<file path="config.mk">
export PLATFORM = sky130hd
export DESIGN_NAME = cic_mac
export DESIGN_NICKNAME = d
export VERILOG_FILES = /design/src/hw/rtl/cic_pkg.sv /design/src/hw/rtl/cic_mac.sv
export SDC_FILE = /design/constraint.sdc
export NUM_CORES = 2
export LEC_CHECK = 0
export BUFFER_PORTS_ARGS = -buffer_cell sky130_fd_sc_hd__buf_4
export CAP_MARGIN = 20
export CELL_PAD_IN_SITES_DETAIL_PLACEMENT = 1
export CELL_PAD_IN_SITES_GLOBAL_PLACEMENT = 2
export CORE_ASPECT_RATIO = 0.7
export CORE_UTILIZATION = 30
export DETAILED_ROUTE_END_ITERATION = 8
export GPL_TIMING_DRIVEN = 1
export PLACE_DENSITY_LB_ADDON = 0.1
export SLEW_MARGIN = 5
export SYNTH_ARGS = -nofsm -noshare
export SYNTH_HDL_FRONTEND = slang
export SYNTH_SLANG_ARGS = --single-unit
</file>
<file path="constraint.sdc">
create_clock -name clk -period 4.1 [get_ports clk]
set_input_delay 0.82 -clock clk [delete_from_list [all_inputs] [get_ports clk]]
set_output_delay 0.82 -clock clk [all_outputs]
set_load 0.01 [all_outputs]
</file>
<file path="src/hw/rtl/cic_pkg.sv">
// Shared types and constants for the cabinet impulse convolver.
// No dependencies; imported by every module of the block except cic_ram.
package cic_pkg;

    // Fixed field widths of the stream and configuration port
    localparam int TAP_COUNT_W = 11;
    localparam int INDEX_W     = 10;

    localparam logic [TAP_COUNT_W-1:0] TAP_COUNT_RESET = 11'd897;

    // Item kinds carried in tuser
    localparam logic CMD_AUDIO = 1'b0;
    localparam logic CMD_LOAD  = 1'b1;

    // Tags that travel with each tap read through the MAC pipeline
    typedef struct packed {
        logic valid;
        logic first;
        logic last;
    } mac_ctrl_t;

endpackage

</file>
<file path="src/hw/rtl/cic_mac.sv">
// MAC datapath: multiply, wide accumulate, round, saturate, output register.
// Depends on cic_pkg.
module cic_mac
    import cic_pkg::*;
#(
    parameter int MAX_TAPS    = 1024,
    parameter int SAMPLE_BITS = 24
) (
    input  logic                   clk,
    input  logic                   rst_n,
    input  mac_ctrl_t              ctrl,
    input  logic [SAMPLE_BITS-1:0] coeff_rdata,
    input  logic [SAMPLE_BITS-1:0] hist_rdata,
    output logic                   retire,
    output logic                   out_valid,
    input  logic                   out_ready,
    output logic [SAMPLE_BITS-1:0] out_data
);

    localparam int PW    = 2 * SAMPLE_BITS;
    localparam int ACC_W = PW + $clog2(MAX_TAPS);

    localparam logic [ACC_W-1:0]       RND_HALF = ACC_W'(1) << (SAMPLE_BITS - 2);
    localparam logic [SAMPLE_BITS-1:0] SAT_MAX  = {1'b0, {(SAMPLE_BITS-1){1'b1}}};
    localparam logic [SAMPLE_BITS-1:0] SAT_MIN  = {1'b1, {(SAMPLE_BITS-1){1'b0}}};

    mac_ctrl_t               s1_ctrl_reg;
    mac_ctrl_t               s2_ctrl_reg;
    logic signed [PW-1:0]    prod_reg;
    logic [ACC_W-1:0]        prod_ext;
    logic [ACC_W-1:0]        acc_reg;
    logic                    done_reg;
    logic                    rnd_valid_reg;
    logic [ACC_W-1:0]        rnd_reg;
    logic                    out_valid_reg;
    logic [SAMPLE_BITS-1:0]  out_data_reg;
    logic [ACC_W-PW+1:0]     rnd_hi;
    logic                    in_range;
    logic [SAMPLE_BITS-1:0]  sat_value;

    // Tags follow the RAM read latency and the multiplier stage
    always_ff @(posedge clk or negedge rst_n)
    begin
        if (!rst_n)
        begin
            s1_ctrl_reg <= '0;
            s2_ctrl_reg <= '0;
            done_reg    <= 1'b0;
        end
        else
        begin
            s1_ctrl_reg <= ctrl;
            s2_ctrl_reg <= s1_ctrl_reg;
            done_reg    <= s2_ctrl_reg.valid && s2_ctrl_reg.last;
        end
    end

    // Product of coefficient and delayed sample
    always_ff @(posedge clk)
    begin
        if (s1_ctrl_reg.valid)
        begin
            prod_reg <= $signed(coeff_rdata) * $signed(hist_rdata);
        end
    end

    assign prod_ext = {{(ACC_W-PW){prod_reg[PW-1]}}, prod_reg};

    // Accumulate; the first tap reloads
    always_ff @(posedge clk)
    begin
        if (s2_ctrl_reg.valid)
        begin
            acc_reg <= s2_ctrl_reg.first ? prod_ext : acc_reg + prod_ext;
        end
    end

    // Round half up at the sample LSB
    always_ff @(posedge clk)
    begin
        if (done_reg)
        begin
            rnd_reg <= acc_reg + RND_HALF;
        end
    end

    // Saturate: in range when every bit from 2*SB-2 up is a sign copy
    assign rnd_hi    = rnd_reg[ACC_W-1:PW-2];
    assign in_range  = (&rnd_hi) || !(|rnd_hi);
    assign sat_value = in_range ? rnd_reg[PW-2:SAMPLE_BITS-1]
                                : (rnd_reg[ACC_W-1] ? SAT_MIN : SAT_MAX);

    // Rounded result moves on once the output register is free
    assign retire = rnd_valid_reg && (!out_valid_reg || out_ready);

    always_ff @(posedge clk or negedge rst_n)
    begin
        if (!rst_n)
        begin
            rnd_valid_reg <= 1'b0;
            out_valid_reg <= 1'b0;
        end
        else
        begin
            if (done_reg)
            begin
                rnd_valid_reg <= 1'b1;
            end
            else if (retire)
            begin
                rnd_valid_reg <= 1'b0;
            end

            if (retire)
            begin
                out_valid_reg <= 1'b1;
            end
            else if (out_ready)
            begin
                out_valid_reg <= 1'b0;
            end
        end
    end

    always_ff @(posedge clk)
    begin
        if (retire)
        begin
            out_data_reg <= sat_value;
        end
    end

    assign out_valid = out_valid_reg;
    assign out_data  = out_data_reg;

endmodule

</file>
Yosys cells after proc, flatten, opt, wreduce, memory -nomap -nowiden
Index checks and enable logic that the tools add are counted.
{"block": "classes", "addsub": 2, "muxes": 7, "reduce_logical": 10, "n_mul": 1}
{"op": "$add 58x23->58 const B", "n": 1}
{"op": "$add 58x58->58", "n": 1}
{"op": "$mux 58", "n": 1}
{"op": "$mul 24x24->48", "n": 1}
{"op": "$mux 24", "n": 2}
{"op": "$reduce_and 12->1", "n": 1}
{"op": "$reduce_or 12->1", "n": 1}
{"op": "$mux 1", "n": 4}
{"op": "$reduce_bool 2->1", "n": 2}
{"op": "$logic_and 1x1->1", "n": 2}
{"op": "$logic_not 1->1", "n": 2}
{"op": "$logic_or 1x1->1", "n": 2}
{"block": "totals", "inputBits": 54, "regBits": 197, "elab_cells": 33, "out_inout_bits": 26}

Depth between registers and ports, before layout
{"block": "logic_depth", "word_depth": 5, "ltp_mapped": 27, "ltp_nobuf": 26}

Least setup slack after synthesis
No wires, ideal clock.
{"block": "synth_path", "kind": "input to register", "start": "input coeff_rdata[10]", "end": "register prod_reg[40] (data pin)", "path_slack_ns": -3.537, "arrival_ns": 7.498, "cell_stages": 25, "path_cell_list": "clkbuf_1 -> nand2_1 -> fa_1 -> fa_1 -> inv_1 -> fa_1 -> inv_1 -> fa_1 -> inv_1 -> fa_1 -> fa_1 -> inv_1 -> fa_1 -> inv_1 -> ha_1 -> and3_1 -> nand3_1 -> o21ba_2 -> o41a_1 -> a311o_1 -> a221oi_2 -> nor2_2 -> or3_4 -> a2111oi_2 -> nand4b_1"}
{"block": "synth_between", "elab_chain_len": 1}
{"element": "from (decl)", "line": "cic_mac.sv:12", "text": "input logic [SAMPLE_BITS-1:0] coeff_rdata,"}
{"element": "$mul 24x24->48", "line": "cic_mac.sv:63", "text": "prod_reg <= $signed(coeff_rdata) * $signed(hist_rdata);"}
{"element": "to (signal assigned)", "line": "cic_mac.sv:63"}
{"element": "to (decl)", "line": "cic_mac.sv:29", "text": "logic signed [PW-1:0] prod_reg;"}
No other way between the ends.
A chain may end at the register's enable or synchronous reset.

Worst setup path after layout
{"block": "layout_path", "start": "input hist_rdata[1]", "end": "register prod_reg[40] (data pin)"}
{"block": "layout_between", "elab_chain_len": 1}
{"element": "from (decl)", "line": "cic_mac.sv:13", "text": "input logic [SAMPLE_BITS-1:0] hist_rdata,"}
{"element": "$mul 24x24->48", "line": "cic_mac.sv:63"}
No other way between the ends.

==> run metrics <==
Ys Warns=0; Worst R2R Setup Slack=0.28 ns; Cell Area, Synth=0.0308 mm²; Worst Path Required=4.43 ns; crit path buf inv count=7; final WL=92100 µm; DR vias=22700; Worst path depth=26; crit path DAT=7.61 ns; failing checks=negative setup slack; worst-path maximum fanout=9; HPWL after DPL=79300 µm; Mapped Avg Cell Area=9.64 µm²; delay-heaviest family, CP=adder cells; FF+latch count, synth=174; cts hold-fix bufs=0; max-slew violation count=0; global-route wire length before repair=151000 µm; worst reg2reg path depth=12; H-tree depth=4; slew margin rel.=0.357; layout cells sized above 1=0.180; Area Growth Syn to Fin=20.3%; count of nets after finishing=4339; asr flop ratio synth=0.0517; Worst Tran Pin Value=0.965 ns; Diodes inserted=0; full die area=0.104 mm²; synth unique cells=64; critical setup path kind=in2reg; sequential-to-total area share from yosys stat=0.168; DRC=0; Tmin final=7.28 ns; max-cap violations=0; drt wl/cell=19.1 µm; Final Hold Viols=0; Clock transition at path regs=0.07 ns; largest net degree at the start of global routing=110; startpoint types=input port; worst setup path startpoint=hist_rdata[1]; fmax=137 MHz; biggest area consumer among synthesized cells=fa_1; Initial Utilization=0.305; initial antenna violation count=0; I/O Pins=80; vias in the first global route=26400; Reg2Reg Launch Point=prod_reg[21]; gr usage total=0.185; port buffer count=79; GR Overflow Total=0; Num Clock Sinks=174; Design Area, Final=0.0371 mm²; core outline area=0.101 mm²; HP Class=in2async; Rows=97; vias per cell=4.70; CTS root buffer=clkbuf_16; CP max-delay cell=fa_1; sum of negative setup slack=-93.09 ns; final setup fails=40; Clock Skews=0.00992 ns; Final period util=1.78; drt first pass iters=4; total CTS buffers=17; Max Buffers Root-to-Sink=2; max FFs per register=58; EDFF count, synth=165; Final Wtd Congestion=0.810; syn nets=4051; worst slack, placed=-3.85 ns; post-synth top area share=0.395; status=finished with violations; Die Height=270 µm; worst reg2reg endpoint=acc_reg[46]; leading post-synthesis cells by cell area=fa_1 39%, edfxtp_1 16%, ha_1 7.8%; Crit path largest cell delay=0.56 ns; ys flop type=edfxtp_1; WHS=0.179 ns; CP Capture Type=register; PnR worst setup slack=-3.18 ns; unrepaired setup endpoints after global routing=true; DP Area=0.0352 mm²; antenna violation net count after detailed routing=0; Horiz. Die Dim=385 µm; Top cell by count, worst path=fa_1; Gate Count Post-Synth=3197; DR iter-0 viols=842; clock latency at the later pin of the worst-skew pair=0.47 ns; CTS tree=built
[synthesized netlist by cell type (all sizes together), types with 3 or more instances]
| master | n |
|---|---|
| inv | 637 |
| fa | 608 |
| nand2 | 412 |
| and2 | 277 |
| ha | 192 |
| edfxtp | 165 |
| o21ai | 130 |
| clkbuf | 128 |
| xnor2 | 94 |
| nor2 | 86 |
| a21oi | 84 |
| a21o | 44 |
| nand3 | 43 |
| xor2 | 42 |
| and3 | 26 |
| nand2b | 18 |
| nand4 | 18 |
| nor3 | 17 |
| a211oi | 16 |
| o21a | 16 |
| a31oi | 14 |
| o21bai | 13 |
| dfrtp | 9 |
| nor2b | 9 |
| o211ai | 8 |
| or3 | 8 |
| a221oi | 7 |
| nor4 | 7 |
| and4 | 6 |
| o31ai | 6 |
| nor3b | 5 |
| a2111oi | 4 |
| a31o | 4 |
| mux2i | 4 |
| a21boi | 3 |
| o221ai | 3 |
| or2 | 3 |
[how the worst max path moves through the flow]
stage                        end  slack, ns
finish              prod_reg[40]      -3.18
global route        prod_reg[40]      -3.40
CTS                 prod_reg[40]      -3.18
detailed placement  prod_reg[40]      -3.85
global placement    prod_reg[40]      -3.82
floorplan           prod_reg[40]      -3.38
[through the flow]
stage,utilization,cells
floorplan,-,3197
global placement,0.349,4772
detailed placement,0.349,4772
CTS,0.363,4818
global route,0.367,4834
finish,0.367,4834
[worst register-to-register path: stages, from the launching register on]
cell and delay [ns]:
edfxtp_1 0.43, ha_1 0.43, a2111oi_0 0.63, o21ai_0 0.28, nand3_1 0.22, nand2_1 0.09, nor4_1 0.28, o21ai_0 0.18
buf_4 0.18, a211oi_1 0.35, a21boi_0 0.20, mux2i_1 0.18, o211ai_1 0.10
[layout make-up]
type	count	area (µm²)
clock buffers	17	425
clock inverters	15	224
fillers	11400	63900
inverters	637	2390
multi-input cells	2256	23800
flip-flops and latches	174	5180
well taps	1336	1670
repair buffers	399	3440
[cell usage in the layout, fill, tap and decap left out, types with 18 or more instances in the layout]
cell type | Yosys | final
inv_1 | 637 | 610
fa_1 | 608 | 592
nand2_1 | 412 | 405
buf_4 | 0 | 318
and2_1 | 277 | 249
edfxtp_1 | 165 | 165
ha_1 | 192 | 164
o21ai_0 | 130 | 118
xnor2_1 | 94 | 84
nor2_1 | 85 | 73
a21oi_1 | 84 | 64
buf_6 | 0 | 60
a21o_1 | 44 | 43
xor2_1 | 42 | 42
nand3_1 | 43 | 41
and2_4 | 0 | 28
ha_4 | 0 | 28
inv_2 | 0 | 27
and3_1 | 26 | 24
nand4_1 | 18 | 18
[metal layers]
metal	part of all wire	global-route usage	vias to the layer above
li1	-	-	10500
met1	0.51	0.274	12000
met2	0.46	0.299	204
met3	0.017	0.0146	54
met4	0.0096	0.0267	0
met5	0	0	-
[kinds of logic (layout without fill, tap and decap cells)]
family / count (synthesis) / after routing / synth area share
flops: 174 / 174 / 0.168
fa+ha+maj: 800 / 800 / 0.473
compound gates: 375 / 375 / 0.0762
mux: 6 / 6 / 0.00203
buf+inv: 767 / 1068 / 0.0934
xor+xnor: 136 / 136 / 0.0386
simple gates: 939 / 939 / 0.149
[repair_timing]
item	in CTS	in global routing
pin swaps	45	77
gates resized for setup	141	94
endpoints found under the setup margin	41	42
setup buffers	14	21
Power is not shown: default switching activity piles up to over one toggle a cycle in this logic, so the estimate is an artifact.
