===== config.mk =====
export PLATFORM = sky130hd
export DESIGN_NAME = cic_seq
export DESIGN_NICKNAME = d
export VERILOG_FILES = /design/src/hw/rtl/cic_pkg.sv /design/src/hw/rtl/cic_seq.sv
export SDC_FILE = /design/constraint.sdc
export NUM_CORES = 1
export LEC_CHECK = 0
export ABC_AREA = 0
export BUFFER_PORTS_ARGS = -buffer_cell sky130_fd_sc_hd__buf_4
export CAP_MARGIN = 20
export CORE_ASPECT_RATIO = 0.7
export CORE_MARGIN = 2
export CORE_UTILIZATION = 42
export DETAILED_ROUTE_END_ITERATION = 8
export PLACE_DENSITY_LB_ADDON = 0.15
export SYNTH_ARGS = -nofsm -noshare
export SYNTH_HDL_FRONTEND = slang
export SYNTH_SLANG_ARGS = --single-unit

===== constraint.sdc =====
create_clock -name clk -period 2.3 [get_ports clk]
set_input_delay 0.115 -clock clk [delete_from_list [all_inputs] [get_ports clk]]
set_output_delay 0.115 -clock clk [all_outputs]
set_load 0.02 [all_outputs]

===== src/hw/rtl/cic_pkg.sv =====
// Shared types and constants for the cabinet impulse convolver.
// No dependencies; imported by every module of the block except cic_ram.
package cic_pkg;

    // Fixed field widths of the stream and configuration port
    localparam int TAP_COUNT_W = 11;
    localparam int INDEX_W     = 10;

    localparam logic [TAP_COUNT_W-1:0] TAP_COUNT_RESET = 11'd897;

    // Item kinds carried in tuser
    localparam logic CMD_AUDIO = 1'b0;
    localparam logic CMD_LOAD  = 1'b1;

    // Tags that travel with each tap read through the MAC pipeline
    typedef struct packed {
        logic valid;
        logic first;
        logic last;
    } mac_ctrl_t;

endpackage


===== src/hw/rtl/cic_seq.sv =====
// Sequencer: clearing pass, input transactions, RAM writes and tap read issue.
// Depends on cic_pkg.
module cic_seq
    import cic_pkg::*;
#(
    parameter int MAX_TAPS    = 1024,
    parameter int SAMPLE_BITS = 24,
    localparam int AW = $clog2(MAX_TAPS),
    localparam int TW = $clog2(MAX_TAPS + 1)
) (
    input  logic                   clk,
    input  logic                   rst_n,
    input  logic [TAP_COUNT_W-1:0] tap_count,
    // input transactions
    input  logic                   in_valid,
    output logic                   in_ready,
    input  logic                   in_cmd,
    input  logic [INDEX_W-1:0]     in_index,
    input  logic [SAMPLE_BITS-1:0] in_coeff,
    input  logic [SAMPLE_BITS-1:0] in_sample,
    // coefficient RAM
    output logic                   coeff_we,
    output logic [AW-1:0]          coeff_waddr,
    output logic [SAMPLE_BITS-1:0] coeff_wdata,
    output logic [AW-1:0]          coeff_raddr,
    // history RAM
    output logic                   hist_we,
    output logic [AW-1:0]          hist_waddr,
    output logic [SAMPLE_BITS-1:0] hist_wdata,
    output logic [AW-1:0]          hist_raddr,
    output logic                   rd_en,
    // MAC pipeline
    output mac_ctrl_t              mac_ctrl,
    input  logic                   retire
);

    localparam logic [1:0] ST_CLEAR = 2'd0;
    localparam logic [1:0] ST_IDLE  = 2'd1;
    localparam logic [1:0] ST_RUN   = 2'd2;
    localparam logic [1:0] ST_DRAIN = 2'd3;

    localparam logic [AW-1:0] ADDR_LAST = AW'(MAX_TAPS - 1);

    logic [1:0]    state_reg, state_next;
    logic [AW-1:0] ptr_reg,   ptr_next;
    logic [AW-1:0] slot_reg,  slot_next;
    logic [AW-1:0] k_reg,     k_next;     // tap index; also the clearing address
    logic [TW-1:0] taps_reg,  taps_next;

    logic          clearing;
    logic          accept;
    logic          last_tap;
    logic [31:0]   idx_wide;
    logic [31:0]   tc_wide;
    logic [TW-1:0] taps_clamped;

    assign clearing = (state_reg == ST_CLEAR);
    assign in_ready = (state_reg == ST_IDLE);
    assign accept   = in_valid && in_ready;
    assign idx_wide = 32'(in_index);
    assign tc_wide  = 32'(tap_count);
    assign last_tap = (TW'(k_reg) == (taps_reg - TW'(1)));

    // Tap count zero counts as one, above the store depth as the full depth
    always_comb
    begin
        if (tc_wide == 32'd0)
        begin
            taps_clamped = TW'(1);
        end
        else if (tc_wide > 32'(MAX_TAPS))
        begin
            taps_clamped = TW'(MAX_TAPS);
        end
        else
        begin
            taps_clamped = TW'(tc_wide);
        end
    end

    // RAM writes: zero fill while clearing, else loads and audio samples
    assign coeff_we    = clearing ||
                         (accept && (in_cmd == CMD_LOAD) && (idx_wide < 32'(MAX_TAPS)));
    assign coeff_waddr = clearing ? k_reg : idx_wide[AW-1:0];
    assign coeff_wdata = clearing ? '0 : in_coeff;
    assign hist_we     = clearing || (accept && (in_cmd == CMD_AUDIO));
    assign hist_waddr  = clearing ? k_reg : ptr_reg;
    assign hist_wdata  = clearing ? '0 : in_sample;

    // Tap reads: coefficient k against the sample k steps back
    assign rd_en          = (state_reg == ST_RUN);
    assign coeff_raddr    = k_reg;
    assign hist_raddr     = slot_reg;
    assign mac_ctrl.valid = rd_en;
    assign mac_ctrl.first = (k_reg == '0);
    assign mac_ctrl.last  = last_tap;

    // Next state
    always_comb
    begin
        state_next = state_reg;
        ptr_next   = ptr_reg;
        slot_next  = slot_reg;
        k_next     = k_reg;
        taps_next  = taps_reg;
        case (state_reg)
            ST_CLEAR:
            begin
                k_next = k_reg + AW'(1);
                if (k_reg == ADDR_LAST)
                begin
                    k_next     = '0;
                    state_next = ST_IDLE;
                end
            end
            ST_IDLE:
            begin
                if (accept && (in_cmd == CMD_AUDIO))
                begin
                    slot_next  = ptr_reg;
                    k_next     = '0;
                    taps_next  = taps_clamped;
                    ptr_next   = (ptr_reg == ADDR_LAST) ? '0 : ptr_reg + AW'(1);
                    state_next = ST_RUN;
                end
            end
            ST_RUN:
            begin
                k_next    = k_reg + AW'(1);
                slot_next = (slot_reg == '0) ? ADDR_LAST : slot_reg - AW'(1);
                if (last_tap)
                begin
                    k_next     = '0;
                    state_next = ST_DRAIN;
                end
            end
            ST_DRAIN:
            begin
                if (retire)
                begin
                    state_next = ST_IDLE;
                end
            end
            default:
            begin
                state_next = ST_CLEAR;
            end
        endcase
    end

    // Control registers
    always_ff @(posedge clk or negedge rst_n)
    begin
        if (!rst_n)
        begin
            state_reg <= ST_CLEAR;
            ptr_reg   <= '0;
            slot_reg  <= '0;
            k_reg     <= '0;
            taps_reg  <= TW'(1);
        end
        else
        begin
            state_reg <= state_next;
            ptr_reg   <= ptr_next;
            slot_reg  <= slot_next;
            k_reg     <= k_next;
            taps_reg  <= taps_next;
        end
    end

endmodule


# ---- Yosys cells after proc, flatten, opt, wreduce, memory -nomap -nowiden
# Index checks and enable logic that the tools add are counted.
dict set report classes {
  addsub 4
  n_mul 0
  n_div 0
  magnitude_cmp 2
  eq_ne 10
  shifts 0
  muxes 19
  bitwise 1
  n_reduce_logical 16
}
# op count
set ops {}
lappend ops {{10-bit two-way mux} 8}
lappend ops {{24-bit two-way mux} 2}
lappend ops {{32-bit logical NOT} 1}
lappend ops {{10-bit case mux with 3 select lines} 1}
lappend ops {{11-bit two-way mux} 2}
lappend ops {{10-bit by 1-bit adder with 10-bit output (second input constant)} 2}
lappend ops {{10-bit equality test (second input constant)} 2}
lappend ops {{10-bit logical NOT} 2}
lappend ops {{10-bit case mux with 2 select lines} 1}
lappend ops {{10-bit by 11-bit equality test with 1-bit output} 1}
lappend ops {{11-bit greater-than comparator (second input constant)} 1}
lappend ops {{10-bit by 11-bit less-than comparator with 1-bit output (second input constant)} 1}
lappend ops {{11-bit by 1-bit subtractor with 11-bit output (second input constant)} 1}
lappend ops {{10-bit by 1-bit subtractor with 10-bit output (second input constant)} 1}
lappend ops {{2-bit two-way mux} 4}
lappend ops {{2-bit case mux with 4 select lines} 1}
lappend ops {{2-bit by 1-bit inequality test with 1-bit output (second input constant)} 3}
lappend ops {{2-bit AND reduction} 3}
lappend ops {{2-bit equality test (second input constant)} 2}
lappend ops {{1-bit logical AND} 4}
lappend ops {{4-bit AND reduction} 1}
lappend ops {{3-bit nonzero test} 1}
lappend ops {{2-bit by 1-bit equality test with 1-bit output (second input constant)} 1}
lappend ops {{2-bit logical NOT} 1}
lappend ops {{4 further kinds} 5}
dict set report word_totals {
  reg_bits 43
  latchBits 0
  ram_bits 0
  mem_bits_ro 0
  output_inout_bits 95
  wordCells 57
  memories 0
}

# ---- Longest topological paths before layout
# Gate-level depths: netlist of the first run.
dict set report depth {
  ltp_word 5
  depth_mapped 10
  ltp_nobuf 9
}

# ---- Worst setup path after synthesis of the first run
# Ideal clock, no wire load.
dict set report synth_path {
  kind {register -> register}
  start {register k_reg[0] (netlist: coeff_raddr[0])}
  end {register state_reg[1]}
  setup_ps 125
  arrival_ps 2209
  required_ps 2175
  path_slack_ps -34
  stages_incl_launch_ff 9
  period_less_slack_ps 2334
  cell_sequence {dfrtp_1 -> ha_1 -> nand3_1 -> or2_2 -> nor2_1 -> nand3_1 -> a221oi_1 -> o21a_1 -> mux2_2}
}
dict set report synth_between {
  elab_chain_cells 3
  elab_cells_between_ends 5
}
# item line_no
set synth_lines {}
lappend synth_lines {{start: declaration} cic_seq.sv:47} ;# logic [AW-1:0] k_reg, k_next;
lappend synth_lines {{start signal: assignment} cic_seq.sv:167} ;# k_reg <= k_next;
lappend synth_lines {{10-bit by 11-bit equality test with 1-bit output or 10-bit equality test (tied branches)} {cic_seq.sv:62, cic_seq.sv:110}}
lappend synth_lines {{2-bit by 1-bit inequality test with 1-bit output (no line)} --}
lappend synth_lines {{4-bit AND reduction (no line) (*)} --}
lappend synth_lines {{end signal: assignment} cic_seq.sv:164} ;# state_reg <= state_next;
lappend synth_lines {{end: declaration} cic_seq.sv:44} ;# logic [1:0] state_reg, state_next;
# Mark *: on every way between the ends. The rest lies on a longest branch, timed or not.
# A chain may end at the register's enable or synchronous reset.

# ---- Final worst setup path of the first run
dict set report layout_path {
  start {register taps_reg[0]}
  end {register state_reg[1]}
}
dict set report layout_between {
  elab_chain_cells 4
}
# item line_no
set layout_lines {}
lappend layout_lines {{start: declaration} cic_seq.sv:48} ;# logic [TW-1:0] taps_reg, taps_next;
lappend layout_lines {{start signal: assignment} cic_seq.sv:168} ;# taps_reg <= taps_next;
lappend layout_lines {{11-bit by 1-bit subtractor with 11-bit output} cic_seq.sv:62} ;# assign last_tap = (TW'(k_reg) == (taps_reg - TW'(1)));
lappend layout_lines {{10-bit by 11-bit equality test with 1-bit output} cic_seq.sv:62}
lappend layout_lines {{2-bit by 1-bit inequality test with 1-bit output (no line)} --}
lappend layout_lines {{4-bit AND reduction (no line)} --}
# Every way passes these cells.

==> metrics.md, run 1 <==
| Metric | Value |
|---|---|
| Largest net degree at the start of global routing | 44 |
| Vias in the first global route | 3742 |
| Register area share after synthesis | 32.2% |
| Critical Path AT | 2.55 ns |
| Clock tree buffer depth | 2 |
| Final #Nets | 709 |
| Met3 GRT Util | 6.56% |
| Crit share post-route | 103% |
| # port buffers | 168 |
| First-pass GRT wire length | 18700 microns |
| CP startpoint kind | register |
| First DRT Iteration DRCs | 209 |
| Drt via density | 5.24 |
| Most frequent cells in the layout | 207 x buf_4, 59 x nand2_1, 49 x nor2b_1, 41 x o21ai_0, 39 x dfrtp_1 |
| Global Route Usage Sum | 26.7% |
| Busiest grt layer | met2 |
| Die Span X | 111 microns |
| Slew HR | 60.4% |
| Layout area overhead | 57.0% |
| Syn Area/Cell | 7.71 sq um |
| Final Power | 7.01 mW |
| Fillers | 679 |
| Worst EP required | 2.47 ns |
| Row count | 27 |
| DP HPWL | 8990 microns |
| Core Region | 0.00780 sq mm |
| Crit Path Class | register to register |
| Cell Area, Synth | 0.00335 sq mm |
| EDFF count, synth | 0 |
| Maximum fanout along the worst path | 4 |
| Worst setup margin | -0.0787 ns |
| Total CTS buffers | 5 |
| Storage element area | 0.00108 sq mm |
| Final setup vio count | 5 |
| Multi-input gate area | 0.00217 sq mm |
| Detailed Route WL | 11600 microns |
| Clk_lat worst skew | 0.29 ns |
| Leak pwr | 2.53 nW |
| Io pins | 169 |
| Cell count after synthesis | 434 |
| Crit-path cells | inv_2 -> ha_4 -> nor3b_4 -> xnor2_2 -> nor4_4 -> nand3_1 -> nor3_2 -> buf_4 -> o21a_1 -> mux2_4 |
| Worst path max stage delay | 0.54 ns |
| Setup crit end kind | register |
| RSZ-0062 raised after global routing | true |
| H-Tree Depth | 2 |
| Run status | finished, violations left |
| Clock root buffer | clkbuf_16 |
| Placed insts | 714 |
| Yosys reg bits | 43 |
| Final hold vios | 0 |
| Ys Warns | 0 |
| TritonCTS clock tree | built |
| Chip height | 78.7 microns |
| Slowest CP cell | dfstp_2 |
| GPL Wtd Cong | 0.885 |
| Drc violations | 0 |
| Post-Layout Cell Count | 726 |
| Initial Utilization | 42.9% |
| Syn nets | 519 |
| Clock transition at path regs | 0.07 ns |
| Initial antenna violation count | 0 |
| Max-Cap Viols | 0 |
| Slew Viols, Final | 0 |
| Antenna diodes | 0 |
| Most common cell after layout, fill and taps aside | buf_4 |
| Pwr Density | 1340 mW/mm^2 |
| Fin crit period | 2.38 ns |
| Final setup TNS | -0.253 ns |
| Worst Hold Class | input pin to register |
| Skew final | 0.0113 ns |
| WL per Instance | 16.0 microns |
| Ys flop type | dfrtp_1 |
| Met2 global-route usage | 47.9% |
| Peak VDD IR | 0.710 mV |
| Total grt overflow | 0 |
| Final ANT Viol Nets | 0 |
| Max frequency | 420 MHz |
| Yosys cell types | 52 |
| Die Footprint | 0.00871 sq mm |
| Max FFs per register | 11 |
| Clock Sinks | 43 |
| Async S/R FF share, synth | 100% |
| Hold_ws | 0.0477 ns |
| Vias | 3802 |
| GR Util met1 | 32.2% |
| Share of layout cells above drive strength 1 | 41.0% |
| Worst-Margin Slew | 0.592 ns |
| Drt first pass iters | 4 |
| Failing checks | negative setup slack |
## worst max-delay path: cells and delay by family, from the launching register on
family,cells,cell delay (ns)
muxes,1,0.30
xor gates and xnor gates,1,0.17
DFF,1,0.54
buffers and inverters,2,0.18
and+or+nand+nor,4,0.76
adders and majority gates,1,0.16
AOI/OAI and AO/OA,1,0.15
## metrics by stage
step | area (sq um) | worst slack (ns) | utilization [%]
final | 5250 | -0.0787 | 67.3
after global routing | 5250 | -0.204 | 67.3
after CTS | 5140 | -0.0521 | 65.8
after detailed placement | 4900 | -0.199 | 62.8
after global placement | 4900 | -0.150 | 62.8
after floorplan | 3350 | 0.000757 | -
## cells in the mapped netlist (all sizes together), types with 2 or more instances
cell / number / area (sq um)
nand2: 61 / 229
nor2b: 50 / 313
o21ai: 43 / 215
dfrtp: 42 / 1050
inv: 33 / 124
clkbuf: 21 / 78.8
nor2: 19 / 71.3
xnor2: 16 / 140
a21oi: 15 / 75.1
nand3: 13 / 65.1
nor3: 13 / 76.3
ha: 11 / 138
nor4: 9 / 77.6
buf: 7 / 52.5
nand3b: 7 / 52.6
a22o: 6 / 53.8
nand4: 6 / 37.5
o22ai: 6 / 37.5
or2: 6 / 37.5
xor2: 6 / 52.6
nand2b: 5 / 31.3
nor3b: 5 / 37.5
or3: 4 / 30.0
a21o: 3 / 22.5
a221oi: 2 / 17.5
a31oi: 2 / 12.5
mux2i: 2 / 20.0
o21a: 2 / 15.0
o21bai: 2 / 15.0
o221a: 2 / 22.5
or4: 2 / 15.0
## logic make-up (layout without fill, tap and decap cells)
kind of cell    after synthesis  after routing  share of synthesized area [%]
simple gates                201            201                           32.3
compound gates               91             91                           16.6
buf+inv                      62            253                           7.74
flops                        43             43                           32.2
xor+xnor                     22             22                           5.76
fa+ha+maj                    12             12                           4.41
mux                           3              3                          0.935
## path summary, 6_finish.rpt
kind	slack, ns	end	start	depth (start not counted)
worst max-delay path	-0.08	state_reg[1]	taps_reg[0]	10
worst min-delay path	0.05	taps_reg[6]	tap_count[6]	2
worst max register to register	-0.08	state_reg[1]	taps_reg[0]	10
worst min register to register	0.51	ptr_reg[4]	ptr_reg[4]	1
max in group asynchronous	1.52	coeff_raddr[1]	rst_n	2
min in group asynchronous	0.35	taps_reg[6]	rst_n	2
## timing repair
item                                   4_1_cts  5_1_grt
pin swaps                                    5       11
setup endpoints to repair                   13       13
resized for setup                           15       20
hold buffers                                 1        0
buffers inserted                             1        2
endpoints found under the hold margin       42        0
## cell type report
| class | instances | share of cell area, % |
|---|---|---|
| clock buffer | 5 | 2.38 |
| clock inverter | 3 | 0.500 |
| inverter | 34 | 2.43 |
| multi-input combinational | 329 | 41.3 |
| sequential | 43 | 20.6 |
| tap | 101 | 2.41 |
| timing repair buffer | 211 | 30.4 |
## per-layer routing
metal  wire, microns  part of all wire, %
met1            4830                   42
met2            5780                   50
met3             833                  7.2
met4             143                  1.2
met5               0                    0
## power by group
group / internal [mW] / switching [mW]
Combinational: 2.21 / 2.63
Clock: 0.413 / 0.335
Sequential: 1.03 / 0.397
Note: power is estimated with default switching activity, not from simulation.
==> run 2: changes to the inputs <==
--- a/config.mk
+++ b/config.mk
@@ -13,6 +13,7 @@
 export CORE_UTILIZATION = 42
 export DETAILED_ROUTE_END_ITERATION = 8
 export PLACE_DENSITY_LB_ADDON = 0.15
+export SETUP_SLACK_MARGIN = 0.1
 export SYNTH_ARGS = -nofsm -noshare
 export SYNTH_HDL_FRONTEND = slang
 export SYNTH_SLANG_ARGS = --single-unit
==> metrics.md, run 2 (synthesis results as in run 1) <==
| Metric | Value |
|---|---|
| Critical Path AT | 2.63 ns (+0.08 ns) |
| Layout area overhead | 54.9% |
| Vias in the first global route | 3546 (-5.2%) |
| Flop pwr share | 20.6% (+0.2 points) |
| Worst EP required | 2.48 ns (about the same) |
| Sw Pwr | 3.18 mW (-5.4%) |
| Leak pwr | 2.49 nW (-1.5%) |
| Worst-Margin Slew | 0.591 ns (-0.00113 ns) |
| Maximum fanout along the worst path | 9 (+5) |
| Final setup TNS | -0.685 ns (-0.432 ns) |
| Setup crit end kind | register |
| Power share of the clock group | 13.6% (+2.9 points) |
| GR Util met1 | 33.2% (+1.0 points) |
| Final #Nets | 699 (-1.4%) |
| Io pins | 169 (unchanged) |
| WL per Instance | 15.6 microns (-2.5%) |
| Crit share post-route | 107% (+3.1 points) |
| Skew final | 0.00630 ns (-0.00500 ns) |
| First-pass GRT wire length | 17600 microns (-6.0%) |
| Slew HR | 60.6% (+0.21 points) |
| Max FFs per register | 11 (unchanged) |
| Util after Layout | 66.4% (-0.88 points) |
| Most frequent cells in the layout | 198 x buf_4, 61 x nand2_1, 49 x nor2b_1, 42 x o21ai_0, 38 x dfrtp_1 |
| Final setup vio count | 8 (+3) |
| Antenna diodes | 0 (unchanged) |
| Initial antenna violation count | 0 (unchanged) |
| Share of layout cells above drive strength 1 | 39.7% (-1.3 points) |
| Fin crit period | 2.45 ns (+0.0719 ns) |
| Clock Sinks | 43 (unchanged) |
| Pwr Density | 1320 mW/mm^2 (-0.96%) |
| Switching Fraction | 46.4% (-1.5 points) |
| Busiest grt layer | met2 |
| Drt via density | 5.19 (-0.84%) |
| Die Footprint | 0.00871 sq mm (unchanged) |
| Peak VDD IR | 0.741 mV (+4.4%) |
| Detailed Route WL | 11100 microns (-3.8%) |
| Die Span X | 111 microns (unchanged) |
| Initial Utilization | 42.9% (unchanged) |
| Run status | finished, violations left |
| GPL Wtd Cong | 0.882 (-0.37%) |
| Most common cell after layout, fill and taps aside | buf_4 |
| Total CTS buffers | 5 (unchanged) |
| Fillers | 675 (-0.59%) |
| Max-Cap Viols | 0 (unchanged) |
| Clock transition at path regs | 0.07 ns (about the same) |
| Row count | 27 (unchanged) |
| Max frequency | 408 MHz (-2.9%) |
| Largest net degree at the start of global routing | 81 (+84%) |
| Drc violations | 0 (unchanged) |
| Met2 global-route usage | 42.4% (-5.5 points) |
| Total grt overflow | 0 (unchanged) |
| TritonCTS clock tree | built |
| Global Route Usage Sum | 24.8% (-1.8 points) |
| Internal Dissipation | 3.67 mW (+0.60%) |
| Storage element area | 0.00108 sq mm (+0.12%) |
| H-Tree Depth | 2 (unchanged) |
| Clk_lat worst skew | 0.29 ns (about the same) |
| Comb power frac | 65.8% (-3.1 points) |
| Met3 GRT Util | 4.71% (-1.9 points) |
| Slew Viols, Final | 0 (unchanged) |
| Final ANT Viol Nets | 0 (unchanged) |
| Core Region | 0.00780 sq mm (unchanged) |
| Clock root buffer | clkbuf_16 |
| Vias | 3718 (-2.2%) |
| Chip height | 78.7 microns (unchanged) |
| Final hold vios | 0 (unchanged) |
| Worst Hold Class | input pin to register |
| Clock tree buffer depth | 2 (unchanged) |
| Crit Path Class | register to register |
| RSZ-0062 raised after global routing | true |
| Multi-input gate area | 0.00213 sq mm (-1.7%) |
| Worst setup margin | -0.151 ns (-0.0719 ns) |
| First DRT Iteration DRCs | 266 (+27%) |
| Failing checks | negative setup slack |
| # port buffers | 168 (unchanged) |
| Drt first pass iters | 4 (unchanged) |
| DP HPWL | 8630 microns (-4.0%) |
| CP startpoint kind | register |
run 2: changes by cell type in the layout (fill, tap and decap cells not counted), sizes merged:
cell    before  now
inv         35   33
bufinv       0    2
buf        210  200
clkinv       2    1
clkbuf       5    6
run 2: cell type report:
cell class | count | share of cell area, %
inverters | 34 | 2.46
clock inverters | 2 | 1.16
repair buffers | 201 | 29.5
clock buffers | 6 | 2.49
well taps | 101 | 2.44
multi-input cells | 329 | 41.1
flip-flops and latches | 43 | 20.9
run 2: through the flow:
step / hold WS, ns / area, sq um / power [mW] / std cells / worst slack, ns
floorplan: -0.181 / 3390 / 4.06 / 434 / 0.0610
global placement: 0.145 / 4890 / 5.57 / 706 / 0.0128
detailed placement: 0.151 / 4890 / 5.68 / 706 / -0.0507
CTS: 0.0614 / 5120 / 6.71 / 715 / -0.0406
global route: 0.0670 / 5180 / 7.33 / 716 / -0.283
finish: 0.0588 / 5180 / 6.86 / 716 / -0.151
run 2: power by group through the flow:
stage                     clock, mW  sequential (mW)  combinational (mW)
after detailed placement          0             1.39                4.29
after global placement            0             1.38                4.19
after global routing          0.967             1.46                4.91
after CTS                     0.937             1.39                4.38
after floorplan                   0             1.47                2.59
final                         0.935             1.41                4.51
run 2: critical path, cell delays in order, from the launching register on:
cell and delay, ns:
dfrtp_1 0.45, or3_4 0.43, nor4_1 0.44, nor4b_2 0.13
o21bai_2 0.24, o221a_4 0.31, a21o_1 0.17, a22o_1 0.17
run 2: repair_timing:
action | 4_1_cts | 5_1_grt
setup endpoints to repair | 13 | 16
hold endpoints to repair | 42 | 0
resized for setup | 7 | 11
pin swaps | 1 | 4
hold buffers | 1 | 0
buffers inserted | 0 | 1
run 2: final timing paths:
kind | start | to | slack (ns) | cells after the start
max in group asynchronous | rst_n | state_reg[1] | 1.49 | 2
hold reg to reg | ptr_reg[4] | ptr_reg[4] | 0.52 | 1
min in group asynchronous | rst_n | hist_raddr[3] | 0.36 | 2
setup reg to reg | taps_reg[3] | coeff_raddr[3] | -0.15 | 7
hold / removal | tap_count[5] | taps_reg[5] | 0.06 | 2
setup / recovery | taps_reg[3] | coeff_raddr[3] | -0.15 | 7
run 2: routing by layer:
layer | vias up | part of all wire [%]
met5 | - | 0
li1 | 1830 | -
met2 | 135 | 48
met4 | 0 | 1.3
met3 | 16 | 6.4
met1 | 1737 | 44
